## src/hdl/hpt_pkg.sv

```systemverilog
// shared constants, op codes and pipeline word types of the point transform core
// no dependencies
package hpt_pkg;

   localparam int FRAC_BITS  = 16;
   localparam int SUM_W      = 66;
   localparam int QUO_W      = 33;
   localparam int DIV_STEPS  = 3;
   localparam int DIV_STAGES = QUO_W / DIV_STEPS;
   localparam int CMP_W      = 64 + QUO_W;
   localparam int DIV_W      = 64 + FRAC_BITS;

   localparam logic [31:0] COEFF_ONE = 32'(1) << FRAC_BITS;
   localparam logic [31:0] POS_LIMIT = 32'h7fff_ffff;
   localparam logic [31:0] NEG_LIMIT = 32'h8000_0000;

   localparam logic [1:0] OP_LOAD  = 2'd0;
   localparam logic [1:0] OP_DIR   = 2'd1;
   localparam logic [1:0] OP_POINT = 2'd2;

   typedef struct packed {
      logic                       valid;
      logic                       point;
      logic [3:0][SUM_W-1:0]      sum;
   } hpt_sum_type;

   typedef struct packed {
      logic                       valid;
      logic                       point;
      logic                       wz;
      logic                       dsat;
      logic [2:0]                 neg;
      logic [2:0]                 presat;
      logic [63:0]                aw;
      logic [2:0][63:0]           rem;
      logic [2:0][QUO_W-1:0]      quo;
      logic [2:0][QUO_W-1:0]      dlo;
      logic [2:0][31:0]           dres;
   } hpt_div_type;

endpackage

```

## src/hdl/hpt_div_stage.sv

```systemverilog
// one stage of the restoring divider: DIV_STEPS (three) quotient bits per lane
// depends on hpt_pkg
module hpt_div_stage
   import hpt_pkg::*;
(
   input  logic        clock,
   input  logic        reset,
   input  hpt_div_type din,
   output logic        up_ready,
   input  logic        down_ready,
   output hpt_div_type dout
);

   hpt_div_type stage_ff;
   hpt_div_type stage_in;

   assign up_ready = !stage_ff.valid || down_ready;
   assign dout     = stage_ff;

   always_comb begin
      logic [64:0] trial;
      stage_in = din;
      for (int k = 0; k < 3; k++) begin
         for (int s = 0; s < DIV_STEPS; s++) begin
            trial = {stage_in.rem[k], stage_in.dlo[k][QUO_W-1]};
            stage_in.dlo[k] = {stage_in.dlo[k][QUO_W-2:0], 1'b0};
            if (trial >= {1'b0, din.aw}) begin
               stage_in.rem[k] = trial[63:0] - din.aw;
               stage_in.quo[k] = {stage_in.quo[k][QUO_W-2:0], 1'b1};
            end else begin
               stage_in.rem[k] = trial[63:0];
               stage_in.quo[k] = {stage_in.quo[k][QUO_W-2:0], 1'b0};
            end
         end
      end
   end

   always_ff @(posedge clock) begin
      if (reset) begin
         stage_ff.valid <= 1'b0;
      end else if (up_ready) begin
         stage_ff <= stage_in;
      end
   end

endmodule

```

## config.mk

```make
export PLATFORM = sky130hd
export DESIGN_NAME = hpt_div_stage
export DESIGN_NICKNAME = d
export VERILOG_FILES = /design/src/hdl/hpt_pkg.sv /design/src/hdl/hpt_div_stage.sv
export SDC_FILE = /design/constraint.sdc
export NUM_CORES = 2
export LEC_CHECK = 0
export BUFFER_PORTS_ARGS = -buffer_cell sky130_fd_sc_hd__buf_2
export CORE_AREA = 2 2 433 435
export DETAILED_ROUTE_END_ITERATION = 10
export DIE_AREA = 0 0 435 437
export PLACE_DENSITY = 0.6
export SYNTH_ARGS = -nofsm -noshare
export SYNTH_HDL_FRONTEND = slang
export SYNTH_SLANG_ARGS = --single-unit
```

## constraint.sdc

```tcl
create_clock -name clock -period 45.6 [get_ports clock]
set_input_delay 13.68 -clock clock [delete_from_list [all_inputs] [get_ports clock]]
set_output_delay 13.68 -clock clock [all_outputs]
set_load 0.02 [all_outputs]
```

Word level (Yosys, flattened, before mapping)
Index checks and enable logic that the tools add are counted.
{ "classes": {"n_reduce_logical": 3, "n_addsub": 9, "n_lt_le_gt_ge": 9, "muxes": 18, "bitwise": 1} }
{ "ops": {"columns": ["cell", "count"], "rows": [
  ["65-bit by 64-bit greater-or-equal comparator with 1-bit output", 9],
  ["64-bit 2-to-1 mux", 9],
  ["64-bit subtractor", 9],
  ["1-bit 2-to-1 mux", 9],
  ["2-bit AND reduction", 1],
  ["1-bit logical NOT", 1],
  ["1-bit logical OR", 1],
  ["1-bit NOT", 1]
]} }
{ "totals": {"out_inout_bits": 561, "in_bits": 563, "ff_bits": 551, "elab_cells": 59} }

Longest topological paths before layout
{ "logic_depth": {"ltp_word": 6, "mapped_depth": 47, "depth_no_buf": 41} }

Worst setup path before layout
Ideal clock, no wire load.
{ "synth_path": {"path_kind": "input to register", "start": "input down_ready", "end": "register stage_ff, in the netlist dout[0] (enable)", "arrival_time_ps": 36524, "cell_stages": 2, "t_required_ps": 44123, "slack_ps": 7599, "n_path_buf": 0, "setup_ps": 1477, "path_cell_list": "nor2b_1 > nor2_1"} }
{ "synth_between": {"elab_chain_cells": 2} }
{ "synth_rtl": {"columns": ["element", "line_no", "source"], "rows": [
  ["start: declaration", "hpt_div_stage.sv:10", "input logic down_ready,"],
  ["1-bit logical OR", "hpt_div_stage.sv:17", "assign up_ready = !stage_ff.valid || down_ready;"],
  ["2-bit AND reduction (no line)", null, null],
  ["end signal: assignment", "hpt_div_stage.sv:42", "stage_ff <= stage_in;"],
  ["end: declaration", "hpt_div_stage.sv:14", "hpt_div_type stage_ff;"]
]} }
Every way passes these cells.
A chain may end at the register's enable or synchronous reset.

Worst setup path in the final report
{ "layout_path": {"start": "input down_ready", "end": "output up_ready"} }
{ "layout_between": {"elab_chain_cells": 1} }
{ "layout_rtl": {"columns": ["element", "line_no", "source"], "rows": [
  ["1-bit logical OR", "hpt_div_stage.sv:17", null],
  ["end: declaration", "hpt_div_stage.sv:9", "output logic up_ready,"]
]} }
Every way passes these cells.

==> flow_metrics.tcl <==
set metrics [dict create \
    ant_nets 0 \
    cts_buffers 60 \
    die_h_um 437 \
    vias 56500 \
    yosys.cell_types.count 96 \
    clkPwrFrac_pct 12.1 \
    cts_hold_buffers 0 \
    cp.required_ps 31920 \
    cts.sinks 551 \
    p_leak_nw 29.2 \
    syn_inst 6401 \
    core-area_um2 185000 \
    power_density_nw_per_um2 62.0 \
    gp_congestion 1.00 \
    start_util_pct 30.9 \
    placed_cell_area_um2 65300 \
    synth-main-ff-cell "edfxtp_1" \
    utilization_pct 36.5 \
    ys_warn_count 0 \
    synth.ff_latch_count 551 \
    fin_setup_tns_ps 0 \
    hp-class "flop to flop" \
    drt_iter0_drc 4998 \
    critical_path_class "input port to output port" \
    wirelength_um 275000 \
    first_global_vias 53600 \
    p_comb_share_pct 68.7 \
    areaGrowthSynthToFinish_pct 18.1 \
    clk_path_buf_depth 3 \
    start_kind "input port" \
    port_buffers 1105 \
    cap_violations 0 \
    worst_r2r_endpoint "dout[11]$_DFFE_PP_" \
    timing.rr.start "dout[559]$_SDFFE_PP0N_" \
    synth_commonest_cells "a21oi_1, ha_1, edfxtp_1, nand2_1, nor2_1" \
    post-route-min-period_ps 27960 \
    yosysTopAreaCellShare_pct 28.9 \
    cts_setup_buffers 0 \
    slew_headroom_pct 17.6 \
    drt-pass1-iter-count 6 \
    irDropWorstVdd_mv 0.0344 \
    grt_usage_pct 27.3 \
    cp_max_fo 3 \
    htree_levels 2 \
    syn-mean-instance-area_um2 8.93 \
    period_share_pct 61.3 \
    rrSetupSlack_ps 41930 \
    p_sw_mw 2.00 \
    route.detailed.drc 0 \
    finalSetupViolCount 0 \
    p_sw_share_pct 47.7 \
    p_int_mw 2.19 \
    rows 158 \
    synthArstFlopShare_pct 0 \
    worstHoldStart "dout[559]$_SDFFE_PP0N_" \
    worstHoldEndpoint "dout[559]$_SDFFE_PP0N_" \
    finClkSkew_ps 16.9 \
    grt_antenna_before_repair 138 \
    p_total_mw 4.18 \
    final_hold_viol_count 0 \
    overflow 0 \
    netlist_area_um2 57200 \
    num_io_pins 1124 \
    cts_tree "done" \
    routed_via_density 5.66 \
    synth_edf_count 550 \
    layout.nets 8540 \
    largest_reg_flops 551 \
    rsz0062_at_grt "no" \
    grt_pass1_wl_um 380000 \
    synth_area_leaders "edfxtp_1, ha_1, a21oi_1" \
    worstMarginPinSlew_ps 1220 \
    clkTransAtPathRegs_ps 60 \
    die_w_um 435 \
    status "finished, final reports clean" \
    clock_latency_ps 690 \
    synth_most_common_cell "a21oi_1" \
    die-area_um2 190000 \
    grt_max_degree 147 \
    cp_data_arrival_time_ps 14280 \
    hold_path_depth 3 \
    cts_resized 0 \
    pwr-share-seq_pct 19.2 \
    synth_area_leader_cell "edfxtp_1" \
    final_max_slew_viol_count 0 \
    clock-root-buffer "clkbuf_16" \
    drive_gt1_share_pct 23.2 \
    max_freq_ghz 0.0358 \
    ys_seq_area_share_pct 28.9 \
    end_kind "output port" \
    dp_hpwl_um 232000 \
    stdcell_area_um2 67500 \
    wl_per_cell_um 27.5 \
    reg2reg_depth 5 \
]
[worst max path at each step]
stage               startpoint                   to  slack (ps)  cells after the start
detailed placement    din[488]  dout[425]$_DFFE_PP_       17310                     43
global placement      din[488]  dout[425]$_DFFE_PP_       17370                     43
global route        down_ready             up_ready       17550                      4
finish              down_ready             up_ready       17640                      4
floorplan           down_ready    dout[0]$_DFFE_PP_        7600                      2
CTS                 down_ready             up_ready       17650                      4
[logic make-up after synthesis]
kind of cell,after synthesis,share of synthesized area [%]
muxes,397,8.43
buffers and inverters,562,4.11
AOI/OAI and AO/OA,2110,23.5
and+or+nand+nor,1671,14.1
other,1,0.00656
DFF,551,28.9
xor gates and xnor gates,524,8.03
adders and majority gates,585,12.9
[area by class of cell]
type	count	area, µm²
antenna	69	173
clock buffer	64	1520
clock inverter	43	464
fill	19100	118000
inverter	281	1050
multi-input combinational	5296	38400
sequential	551	16500
tap	2480	3100
timing repair buffer	1202	6270
[per-stage QoR]
stage / instances / setup slack (ps) / hold WS (ps)
6_report: 9986 / 17640 / 671
5_1_grt: 9956 / 17550 / 743
4_1_cts: 9917 / 17650 / 669
3_5_place_dp: 9810 / 17310 / 652
3_3_place_gp: 9810 / 17370 / 643
2_1_floorplan: 6409 / 7600 / 679
[power groups by stage]
stage	logic (mW)	clock network (mW)	registers (mW)
2_1_floorplan	1.83	0	0.964
3_3_place_gp	2.82	0	0.815
3_5_place_dp	2.83	0	0.814
4_1_cts	2.85	0.520	0.807
5_1_grt	3.06	0.536	0.815
6_report	2.87	0.505	0.804
[cell usage in the layout (no fill, tap or decap), drive strengths merged, types with 18 or more instances in the layout]
master  count
clkbuf     64
nand4     142
mux2      368
and3       77
nor2      408
clkinv     28
a21boi     28
nor4       30
ha        576
xnor2     321
o31ai      42
buf      1202
nand2b     44
o21a       84
a31oi      82
nor3      141
a211oi     60
o21bai    109
edfxtp    550
a21o      311
diode      69
a21oi     722
inv       282
a221oi     24
nand3     156
a221o      18
nor2b      73
mux2i      29
xor2      203
o211ai     38
a31o       22
and2       35
o21ai     389
nand2     460
or3        28
[critical path, cell delays in order]
cell and delay [ps]:
buf_2 100, nor2b_1 270, inv_1 70, buf_2 160
[routing by layer]
| metal | vias up | global-route usage [%] | wire length, µm |
|---|---|---|---|
| met3 | 533 | 4.12 | 17800 |
| li1 | 26200 | - | - |
| met1 | 27500 | 32.6 | 108000 |
| met4 | 34 | 15.6 | 16400 |
| met5 | - | 0 | 237 |
| met2 | 2245 | 46.6 | 132000 |
(Power assumes the default switching activity.)
