--- config.mk ---
export PLATFORM = sky130hd
export DESIGN_NAME = hpt_finish
export DESIGN_NICKNAME = d
export VERILOG_FILES = /design/src/hdl/hpt_pkg.sv /design/src/hdl/hpt_finish.sv
export SDC_FILE = /design/constraint.sdc
export NUM_CORES = 1
export LEC_CHECK = 0
export ABC_AREA = 1
export BUFFER_PORTS_ARGS = -buffer_cell sky130_fd_sc_hd__clkbuf_2
export CAP_MARGIN = 10
export CORE_MARGIN = 2
export CORE_UTILIZATION = 35
export CTS_BUF_LIST = sky130_fd_sc_hd__clkbuf_8 sky130_fd_sc_hd__clkbuf_16
export DETAILED_ROUTE_END_ITERATION = 16
export PLACE_DENSITY = 0.59
export SLEW_MARGIN = 30
export SYNTH_ARGS = -nofsm -noshare
export SYNTH_HDL_FRONTEND = slang
export SYNTH_SLANG_ARGS = --single-unit
--- constraint.sdc ---
create_clock -name clock -period 13.4 [get_ports clock]
set_input_delay 1.34 -clock clock [delete_from_list [all_inputs] [get_ports clock]]
set_output_delay 1.34 -clock clock [all_outputs]
set_load 0.02 [all_outputs]
--- src/hdl/hpt_pkg.sv ---
// shared constants, op codes and pipeline word types of the point transform core
// no dependencies
package hpt_pkg;

   localparam int FRAC_BITS  = 16;
   localparam int SUM_W      = 66;
   localparam int QUO_W      = 33;
   localparam int DIV_STEPS  = 3;
   localparam int DIV_STAGES = QUO_W / DIV_STEPS;
   localparam int CMP_W      = 64 + QUO_W;
   localparam int DIV_W      = 64 + FRAC_BITS;

   localparam logic [31:0] COEFF_ONE = 32'(1) << FRAC_BITS;
   localparam logic [31:0] POS_LIMIT = 32'h7fff_ffff;
   localparam logic [31:0] NEG_LIMIT = 32'h8000_0000;

   localparam logic [1:0] OP_LOAD  = 2'd0;
   localparam logic [1:0] OP_DIR   = 2'd1;
   localparam logic [1:0] OP_POINT = 2'd2;

   typedef struct packed {
      logic                       valid;
      logic                       point;
      logic [3:0][SUM_W-1:0]      sum;
   } hpt_sum_type;

   typedef struct packed {
      logic                       valid;
      logic                       point;
      logic                       wz;
      logic                       dsat;
      logic [2:0]                 neg;
      logic [2:0]                 presat;
      logic [63:0]                aw;
      logic [2:0][63:0]           rem;
      logic [2:0][QUO_W-1:0]      quo;
      logic [2:0][QUO_W-1:0]      dlo;
      logic [2:0][31:0]           dres;
   } hpt_div_type;

endpackage

--- src/hdl/hpt_finish.sv ---
// quotient rounding, clamping, sign and the result register
// depends on hpt_pkg
module hpt_finish
   import hpt_pkg::*;
(
   input  logic               clock,
   input  logic               reset,
   input  hpt_div_type        din,
   output logic               up_ready,
   output logic               rsp_valid,
   input  logic               rsp_stall,
   output logic signed [31:0] rsp_out_x,
   output logic signed [31:0] rsp_out_y,
   output logic signed [31:0] rsp_out_z,
   output logic               rsp_saturated,
   output logic               rsp_w_zero
);

   typedef struct packed {
      logic                  valid;
      logic                  point;
      logic                  wz;
      logic                  dsat;
      logic [2:0]            neg;
      logic [2:0]            presat;
      logic [2:0][QUO_W:0]   qr;
      logic [2:0][31:0]      dres;
   } hpt_round_type;

   hpt_round_type rnd_ff;
   hpt_round_type rnd_in;
   logic          out_v_ff;
   logic [31:0]   res_ff [3];
   logic [31:0]   res_in [3];
   logic          sat_ff;
   logic          sat_in;
   logic          wz_ff;
   logic          ready_out;

   assign ready_out = !out_v_ff || !rsp_stall;
   assign up_ready  = !rnd_ff.valid || ready_out;

   // round half away from zero on the magnitude
   always_comb begin
      rnd_in        = '0;
      rnd_in.valid  = din.valid;
      rnd_in.point  = din.point;
      rnd_in.wz     = din.wz;
      rnd_in.dsat   = din.dsat;
      rnd_in.neg    = din.neg;
      rnd_in.presat = din.presat;
      rnd_in.dres   = din.dres;
      for (int k = 0; k < 3; k++) begin
         rnd_in.qr[k] = {1'b0, din.quo[k]}
                      + (QUO_W+1)'({din.rem[k], 1'b0} >= {1'b0, din.aw});
      end
   end

   always_ff @(posedge clock) begin
      if (reset) begin
         rnd_ff.valid <= 1'b0;
      end else if (up_ready) begin
         rnd_ff <= rnd_in;
      end
   end

   always_comb begin
      logic [QUO_W:0] lim;
      logic           clamp;
      lim    = '0;
      clamp  = 1'b0;
      sat_in = 1'b0;
      for (int k = 0; k < 3; k++) begin
         res_in[k] = rnd_ff.dres[k];
         if (rnd_ff.point) begin
            if (rnd_ff.wz) begin
               res_in[k] = '0;
            end else begin
               lim   = rnd_ff.neg[k] ? (QUO_W+1)'(NEG_LIMIT) : (QUO_W+1)'(POS_LIMIT);
               clamp = rnd_ff.presat[k] || rnd_ff.qr[k] > lim;
               if (clamp) begin
                  res_in[k] = rnd_ff.neg[k] ? NEG_LIMIT : POS_LIMIT;
               end else if (rnd_ff.neg[k]) begin
                  res_in[k] = 32'd0 - rnd_ff.qr[k][31:0];
               end else begin
                  res_in[k] = rnd_ff.qr[k][31:0];
               end
               sat_in = sat_in || clamp;
            end
         end
      end
      if (!rnd_ff.point) begin
         sat_in = rnd_ff.dsat;
      end
   end

   always_ff @(posedge clock) begin
      if (reset) begin
         out_v_ff <= 1'b0;
      end else if (ready_out) begin
         out_v_ff <= rnd_ff.valid;
      end
   end

   always_ff @(posedge clock) begin
      if (ready_out) begin
         res_ff <= res_in;
         sat_ff <= sat_in;
         wz_ff  <= rnd_ff.point && rnd_ff.wz;
      end
   end

   assign rsp_valid     = out_v_ff;
   assign rsp_out_x     = res_ff[0];
   assign rsp_out_y     = res_ff[1];
   assign rsp_out_z     = res_ff[2];
   assign rsp_saturated = sat_ff;
   assign rsp_w_zero    = wz_ff;

endmodule

# Word-level counts from Yosys, hierarchy flattened
# Index checks and enable logic that the tools add are counted.
# word_totals
elab_cells,67
register_bits,307
out_inout_bits,100
# classes
order_cmp,6
mux,24
addsub,6
n_reduce_logical,12
bitwise_logic,1
# ops
cell,count
two-way mux 32 bit,18
greater-or-equal comparator 65 x 64 -> 1 bit,3
adder 33 x 1 -> 34 bit,3
greater-than comparator 34 x 32 -> 1 bit,3
subtractor 1 x 32 -> 32 bit (first input constant),3
logical OR 1 bit,7
two-way mux 1 bit,6
zero test 1 bit,3
AND reduction 2 bit,1
logical AND 1 bit,1
NOT 1 bit,1

# Logic depth before layout (Yosys ltp)
# Gate-level depths: netlist (run 1).
# depth
ltp_word,11
depth_mapped,26
ltp_nobuf,26

# Worst setup path after synthesis (run 1)
# No wires, ideal clock.
# synth_timing
path_kind,input-to-reg
start,in rsp_stall
end,reg rnd_ff[0] in the netlist's numbering (enable)
cell_stages,3
arrival_time_ns,5.645
setup_ns,0.559
setup_slack_ns,7.196
required_ns,12.841
cell_sequence,nand3_1 -> nand2_1 -> inv_1
# synth_via
elab_chain_cells,4
# synth_lines
item,line,source
"start, declared",hpt_finish.sv:11,"input logic rsp_stall,"
zero test 1 bit,hpt_finish.sv:40,assign ready_out = !out_v_ff || !rsp_stall;
logical OR 1 bit,hpt_finish.sv:40,
logical OR 1 bit,hpt_finish.sv:41,assign up_ready = !rnd_ff.valid || ready_out;
AND reduction 2 bit (no source line),n/a,
"end signal, assigned",hpt_finish.sv:63,rnd_ff <= rnd_in;
"end, declared",hpt_finish.sv:30,hpt_round_type rnd_ff;
# No other way between the ends.
# A chain may end at the register's enable or synchronous reset.

==> flow_metrics.tcl, run 1 <==
set metrics [dict create \
    synth_compound_area_share_pct 6.75 \
    r2r-start "rnd_ff[203]$_DFFE_PP_" \
    layout_common_cells "nand2_1 (682), clkbuf_2 (563), edfxtp_1 (305), inv_1 (294), ha_1 (294)" \
    grt_pass1_vias 19803 \
    max-cap-violations 0 \
    synth_seq_cells 307 \
    final_area_mm2 0.0280 \
    cts_resized 0 \
    cp-end-kind "register" \
    grt_pass1_wl_um 116000 \
    max_freq_ghz 0.197 \
    htree_num_levels 1 \
    nNetsFinal 4160 \
    hp-class "register to register" \
    portBuffers 563 \
    slew_viol_final 0 \
    worstPathRequired_ps 13730 \
    outcome "finished clean" \
    clock_sinks 307 \
    period_share_pct 37.9 \
    via_per_inst 4.84 \
    die_x_um 261 \
    area_growth_pct 21.1 \
    die_h_um 261 \
    synth_top_family_by_area "simple AND/OR/NAND/NOR gates" \
    tns_ps 0 \
    hold_violations 0 \
    async_reset_ff_share_pct 0 \
    arrival_ps 5410 \
    clock_skew_ps 19.3 \
    worst_slew_pin_slew_ps 900 \
    synth_fa_ha_area_share_pct 15.9 \
    drive_gt1_share_pct 21.1 \
    drt-total-wl_um 78100 \
    hold_path_end "rsp_valid$_SDFFE_PP0P_" \
    detail_route.wl_per_cell_um 18.6 \
    cts_setup_buffers 0 \
    ys_warn_count 0 \
    synth_cell_type_count 45 \
    synth_xor_area_share_pct 6.02 \
    multiInputGateArea_mm2 0.0126 \
    hpwl_um 65100 \
    p_leak_nw 13.6 \
    fillers 6732 \
    mostFrequentLayoutCell "nand2_1" \
    synth_ff_type "edfxtp_1" \
    cts_root_buf "clkbuf_16" \
    r2r_cells 17 \
    numCtsBuffers 31 \
    crit_chain "clkbuf_2 > inv_1 > ha_1 > nand2_1 > nor2_1 > nand4_1 > nor4_1 > o21ai_0 > nand2_1 > nand2_1 > nand3_1 > ha_1 > ha_1 > nand3_1 > nor2_2 > nand4_2 > nor2_2 > nand4_1 > nor3_2 > nand3_1 > xnor2_1" \
    grt-busiest-layer "met2" \
    drc_errors 0 \
    cp_max_fo 3 \
    final_util_pct 42.7 \
    path_class "input pin to register" \
    rsz0062_at_grt "no" \
    slew_headroom_pct 39.8 \
    core.rowCount 94 \
    grt_usage_pct 22.3 \
    gp_congestion 0.969 \
    clock_latency_ps 590 \
    antenna_left 0 \
    grt_overflow 0 \
    antenna_found_initial 10 \
    first_iter_violations 1131 \
    holdPathStages 2 \
    power_density_mw_per_mm2 95.8 \
    grt_max_degree 97 \
    synthMuxAreaShare_pct 0 \
    start_util_pct 35.2 \
    vias 20313 \
    yosysSeqAreaShare_pct 39.8 \
    r2r-end "rsp_out_z[12]$_DFFE_PP_" \
    setup_violations 0 \
    rrSetupSlack_ps 9040 \
    synthCells 2747 \
    syn_avg_cell_area_um2 8.42 \
    ir_drop_mv 0.0932 \
    use_met1_pct 27.8 \
    cts_tree "yes" \
    cts_hold_buf 0 \
    worst_path_largest_cell_delay_ps 610 \
    fp.dieArea_mm2 0.0682 \
    synth_area_mm2 0.0231 \
    cts.path.max_buffers 3 \
    cp_slowest_cell "nor4_1" \
    placed_area_mm2 0.0269 \
    io_pins 663 \
    final-seq-area_mm2 0.00920 \
    synth_edf_count 305 \
    min_period_ps 5080 \
    clk_pin_slew_worst_paths_ps 60 \
    worstHoldStart "rnd_ff[207]$_SDFFE_PP0N_" \
    dr.pass1.iters 5 \
    synth-simple-area-share_pct 25.8 \
    grt_util_met2_pct 39.1 \
    coreArea_mm2 0.0656 \
    cp-start-kind "input pin" \
    syn_nets 3604 \
    gr-usage-met3_pct 3.65 \
]
[cell families (layout without fill, tap and decap cells)]
logic type               after synthesis  after routing
AO/OA/AOI/OAI                        281            281
XOR/XNOR                             159            159
adder cells (fa/ha/maj)              294            294
buffers and inverters                347            927
flip-flops                           307            307
other                                  0              2
AND/OR/NAND/NOR                     1359           1359
[layer usage]
metal / vias up / wire length [um]
met1: 9200 / 33000
li1: 10459 / -
met5: - / 115
met3: 107 / 4290
met2: 531 / 38100
met4: 16 / 2610
[worst max-delay path by stage]
| stage | startpoint | endpoint | slack [ps] | cells past startpoint |
|---|---|---|---|---|
| floorplan | rsp_stall | rnd_ff[0]$_DFFE_PP_ | 7200 | 3 |
| global placement | din[518] | rnd_ff[162]$_DFFE_PP_ | 7690 | 21 |
| detailed placement | din[518] | rnd_ff[162]$_DFFE_PP_ | 7560 | 21 |
| CTS | din[518] | rnd_ff[162]$_DFFE_PP_ | 8190 | 21 |
| global route | din[518] | rnd_ff[162]$_DFFE_PP_ | 7910 | 21 |
| finish | din[518] | rnd_ff[162]$_DFFE_PP_ | 8320 | 21 |
[cell type report]
type	instances	share of cell area, %
Antenna cell	2	0.0179
Clock buffer	37	3.06
Clock inverter	20	0.862
Inverter	296	4.00
Multi-Input combinational cell	2093	45.0
Sequential cell	307	32.8
Tap cell	864	3.86
Timing Repair Buffer	574	10.4
[critical path: cells and delay by family]
family / cells / cell delay (ps)
AOI/OAI and AO/OA: 1 / 220
xor gates and xnor gates: 1 / 150
adders and majority gates: 3 / 760
buffers and inverters: 2 / 270
and+or+nand+nor: 14 / 2650
[sequential cells by signal, indices dropped and copies added (netlist names)]
| name | count |
|---|---|
| rnd_ff | 208 |
| rsp_saturated | 1 |
| rsp_w_zero | 1 |
| rsp_out_y | 32 |
| rsp_out_z | 32 |
| rsp_valid | 1 |
| rsp_out_x | 32 |
[synthesized netlist by cell type (3+ instances only)]
master,instances,area share (%)
o21a_1,4,0.13
nand3_1,227,4.9
nand3_2,6,0.26
ha_1,294,16
nor2_2,12,0.32
nand2_2,6,0.16
buf_2,8,0.17
nor4_1,13,0.35
o21ai_0,85,1.8
o21ai_2,20,0.76
nor3b_1,5,0.16
nand2_1,685,11
buf_1,5,0.081
nand4_1,65,1.8
xnor2_1,48,1.8
inv_2,3,0.049
inv_1,292,4.7
nand3b_1,16,0.52
o221ai_1,3,0.11
nor2_4,6,0.29
nor2_1,265,4.3
a21oi_1,144,3.1
nor3_2,8,0.35
a211oi_1,3,0.097
nand2_4,6,0.29
a21o_1,8,0.26
xor2_1,111,4.2
o211ai_1,6,0.19
edfxtp_1,305,40
nor3_1,31,0.67
clkbuf_1,34,0.55
[stage by stage]
step	power, W	cells	worst slack (ps)	hold slack, ps
floorplan	0.00154	2747	7200	425
global placement	0.00177	4134	7690	444
detailed placement	0.00177	4134	7560	451
CTS	0.00271	4191	8190	461
global route	0.00282	4192	7910	515
finish	0.00269	4193	8320	459
[where the power goes]
group / switching (W) / leakage (nW) / internal [W]
registers: 0.0000423 / 3.12 / 0.00114
clock network: 0.000381 / 0.547 / 0.000552
logic: 0.000361 / 9.92 / 0.000209
total: 0.000784 / 13.6 / 0.00190
Power figures use the tool's default switching activity.
==> inputs of run 2 (changes only) <==
--- a/config.mk
+++ b/config.mk
@@ -12,7 +12,7 @@
 export CORE_UTILIZATION = 35
 export CTS_BUF_LIST = sky130_fd_sc_hd__clkbuf_8 sky130_fd_sc_hd__clkbuf_16
 export DETAILED_ROUTE_END_ITERATION = 16
-export PLACE_DENSITY = 0.59
+export PLACE_DENSITY = 0.61
 export SLEW_MARGIN = 30
 export SYNTH_ARGS = -nofsm -noshare
 export SYNTH_HDL_FRONTEND = slang
==> constraint.sdc (replaced) <==
create_clock -name clock -period 4.5 [get_ports clock]
set_input_delay 0.45 -clock clock [delete_from_list [all_inputs] [get_ports clock]]
set_output_delay 0.45 -clock clock [all_outputs]
set_load 0.02 [all_outputs]
==> run 2 against run 1 <==
Non-clock buffer count is 19 higher. First-iteration DRC count is 0.80% lower. Clock skew is 14 ps higher. Sequential power grew to 3.0 times the previous value. Setup slack worse by 7400 ps. Hold slack worse by 420 ps. Total power grew to 2.9 times the previous value. Clock power grew to 2.9 times the previous value. Via count is 1.0% higher.
==> flow_metrics.tcl, run 2 (synthesis results as in run 1) <==
set metrics [dict create \
    outcome "finished clean" \
    p_leak_nw 13.7 \
    setup_violations 0 \
    crit_end "rnd_ff[126]$_DFFE_PP_" \
    portBuffers 563 \
    regMostFlops "rnd_ff" \
    gp_congestion 0.952 \
    cp-start-kind "input pin" \
    period_share_pct 80.4 \
    coreArea_mm2 0.0656 \
    r2r-start "rnd_ff[203]$_DFFE_PP_" \
    crit_top_cell "nand2_1" \
    multiInputGateArea_mm2 0.0126 \
    die_h_um 261 \
    antenna_found_initial 12 \
    vias 20519 \
    slew_headroom_pct 40.3 \
    drc_errors 0 \
    drt-total-wl_um 78000 \
    rrSetupSlack_ps 1060 \
    first_iter_violations 1122 \
    r2r_cells 16 \
    antenna_left 0 \
    cts_root_buf "clkbuf_16" \
    worst_slew_pin_slew_ps 893 \
    grt_overflow 0 \
    cts.path.max_buffers 3 \
    seq_power_share_pct 44.6 \
    cts_tree "yes" \
    startpoint "din[518]" \
    area_growth_pct 21.7 \
    max_freq_ghz 0.277 \
    finalPower_w 0.00789 \
    tns_ps 0 \
    core.rowCount 94 \
    worstPathRequired_ps 4810 \
    fp.dieArea_mm2 0.0682 \
    grt_pass1_wl_um 114000 \
    min_period_ps 3620 \
    p_int_w 0.00557 \
    grt_pass1_vias 19787 \
    switchingPower_w 0.00232 \
    post_layout_nonfiller_instances 4216 \
    detail_route.wl_per_cell_um 18.5 \
    numCtsBuffers 31 \
    pwr-share-comb_pct 21.7 \
    mostFrequentLayoutCell "nand2_1" \
    htree_num_levels 1 \
    final-seq-area_mm2 0.00920 \
    power_density_mw_per_mm2 280 \
    clock_latency_ps 580 \
    max-cap-violations 0 \
    grt_usage_pct 22.0 \
    crit_chain "clkbuf_2 > inv_1 > buf_4 > ha_1 > nand2_1 > nor2_1 > nand4_1 > nor4_1 > buf_4 > nand2_1 > nand2_1 > nand2_1 > nand3_1 > ha_1 > ha_1 > nand3_1 > inv_1 > nand2_1 > nor2_1 > nand4_1 > nor4_2 > nand3_1 > xor2_1" \
    hold_violations 0 \
    rsz0062_at_grt "no" \
    cts_hold_buf 0 \
    fillers 6705 \
    cp-end-kind "register" \
    start_util_pct 35.2 \
    drive_gt1_share_pct 21.5 \
    nNetsFinal 4179 \
    arrival_ps 3920 \
    dr.pass1.iters 5 \
    path_class "input pin to register" \
    die_x_um 261 \
    io_pins 663 \
    cts_resized 0 \
    cp_slowest_cell "nor4_1" \
    largest_reg_flops 208 \
    slew_viol_final 0 \
    clock_sinks 307 \
    layout_common_cells "nand2_1 (683), clkbuf_2 (563), edfxtp_1 (305), inv_1 (295), ha_1 (294)" \
    ir_drop_mv 0.272 \
    worst_path_largest_cell_delay_ps 330 \
    cp_max_fo 3 \
    cts_setup_buffers 0 \
    placedCellCount 4153 \
    clock_skew_ps 33.5 \
    via_per_inst 4.87 \
    grt_max_degree 102 \
    r2r-end "rsp_out_z[12]$_DFFE_PP_" \
    hp-class "input pin to register" \
    hpwl_um 65800 \
    clk_pin_slew_worst_paths_ps 70 \
    switching_share_pct 29.4 \
    p_clk_share_pct 33.7 \
]
-- run 2: critical path: cells and delay by family --
kind	cells	cell delay (ps)
simple gates	14	1930
buf+inv	5	680
fa+ha+maj	3	680
xor+xnor	1	170
-- run 2: final cells by class --
| cell class | count | share of cell area [%] |
|---|---|---|
| multi-input combinational | 2093 | 44.8 |
| sequential | 307 | 32.7 |
| timing repair buffer | 593 | 10.9 |
| inverter | 296 | 3.96 |
| tap | 864 | 3.84 |
| clock buffer | 31 | 2.76 |
| clock inverter | 25 | 0.938 |
| antenna | 7 | 0.0622 |
-- run 2: how the worst min path moves through the flow --
stage                             startpoint                endpoint  slack, ps  cells after the start
floorplan           rnd_ff[207]$_SDFFE_PP0N_  rsp_valid$_SDFFE_PP0P_        420                      2
global placement    rnd_ff[207]$_SDFFE_PP0N_  rsp_valid$_SDFFE_PP0P_        440                      2
detailed placement  rnd_ff[207]$_SDFFE_PP0N_  rsp_valid$_SDFFE_PP0P_        450                      2
CTS                                  din[32]    rnd_ff[32]$_DFFE_PP_          4                      1
global route                        din[557]   rnd_ff[205]$_DFFE_PP_         10                      1
finish                               din[32]    rnd_ff[32]$_DFFE_PP_         40                      1
-- run 2: metal layers --
layer | global-route usage [%] | part of all wire (%) | vias to the layer above
li1 | - | - | 10500
met1 | 27.1 | 42 | 9288
met2 | 39.0 | 49 | 604
met3 | 3.44 | 5.9 | 117
met4 | 7.89 | 3.5 | 10
met5 | 0 | 0.081 | -
-- run 2: per-stage QoR --
step                utilization (%)  area [um^2]  hold slack, ps  worst slack (ps)
floorplan                         -        23100             425               131
global placement               41.3        27100             440               265
detailed placement             41.3        27100             453               253
CTS                            42.9        28100            4.47               822
global route                   42.9        28100            12.7               603
finish                         42.9        28100            40.5               884
-- run 2: power by group through the flow --
stage / sequential, W / combinational [W] / clock, W
finish: 0.00352 / 0.00171 / 0.00266
global route: 0.00354 / 0.00194 / 0.00283
CTS: 0.00352 / 0.00173 / 0.00273
detailed placement: 0.00358 / 0.00172 / 0
global placement: 0.00357 / 0.00170 / 0
floorplan: 0.00368 / 0.000897 / 0
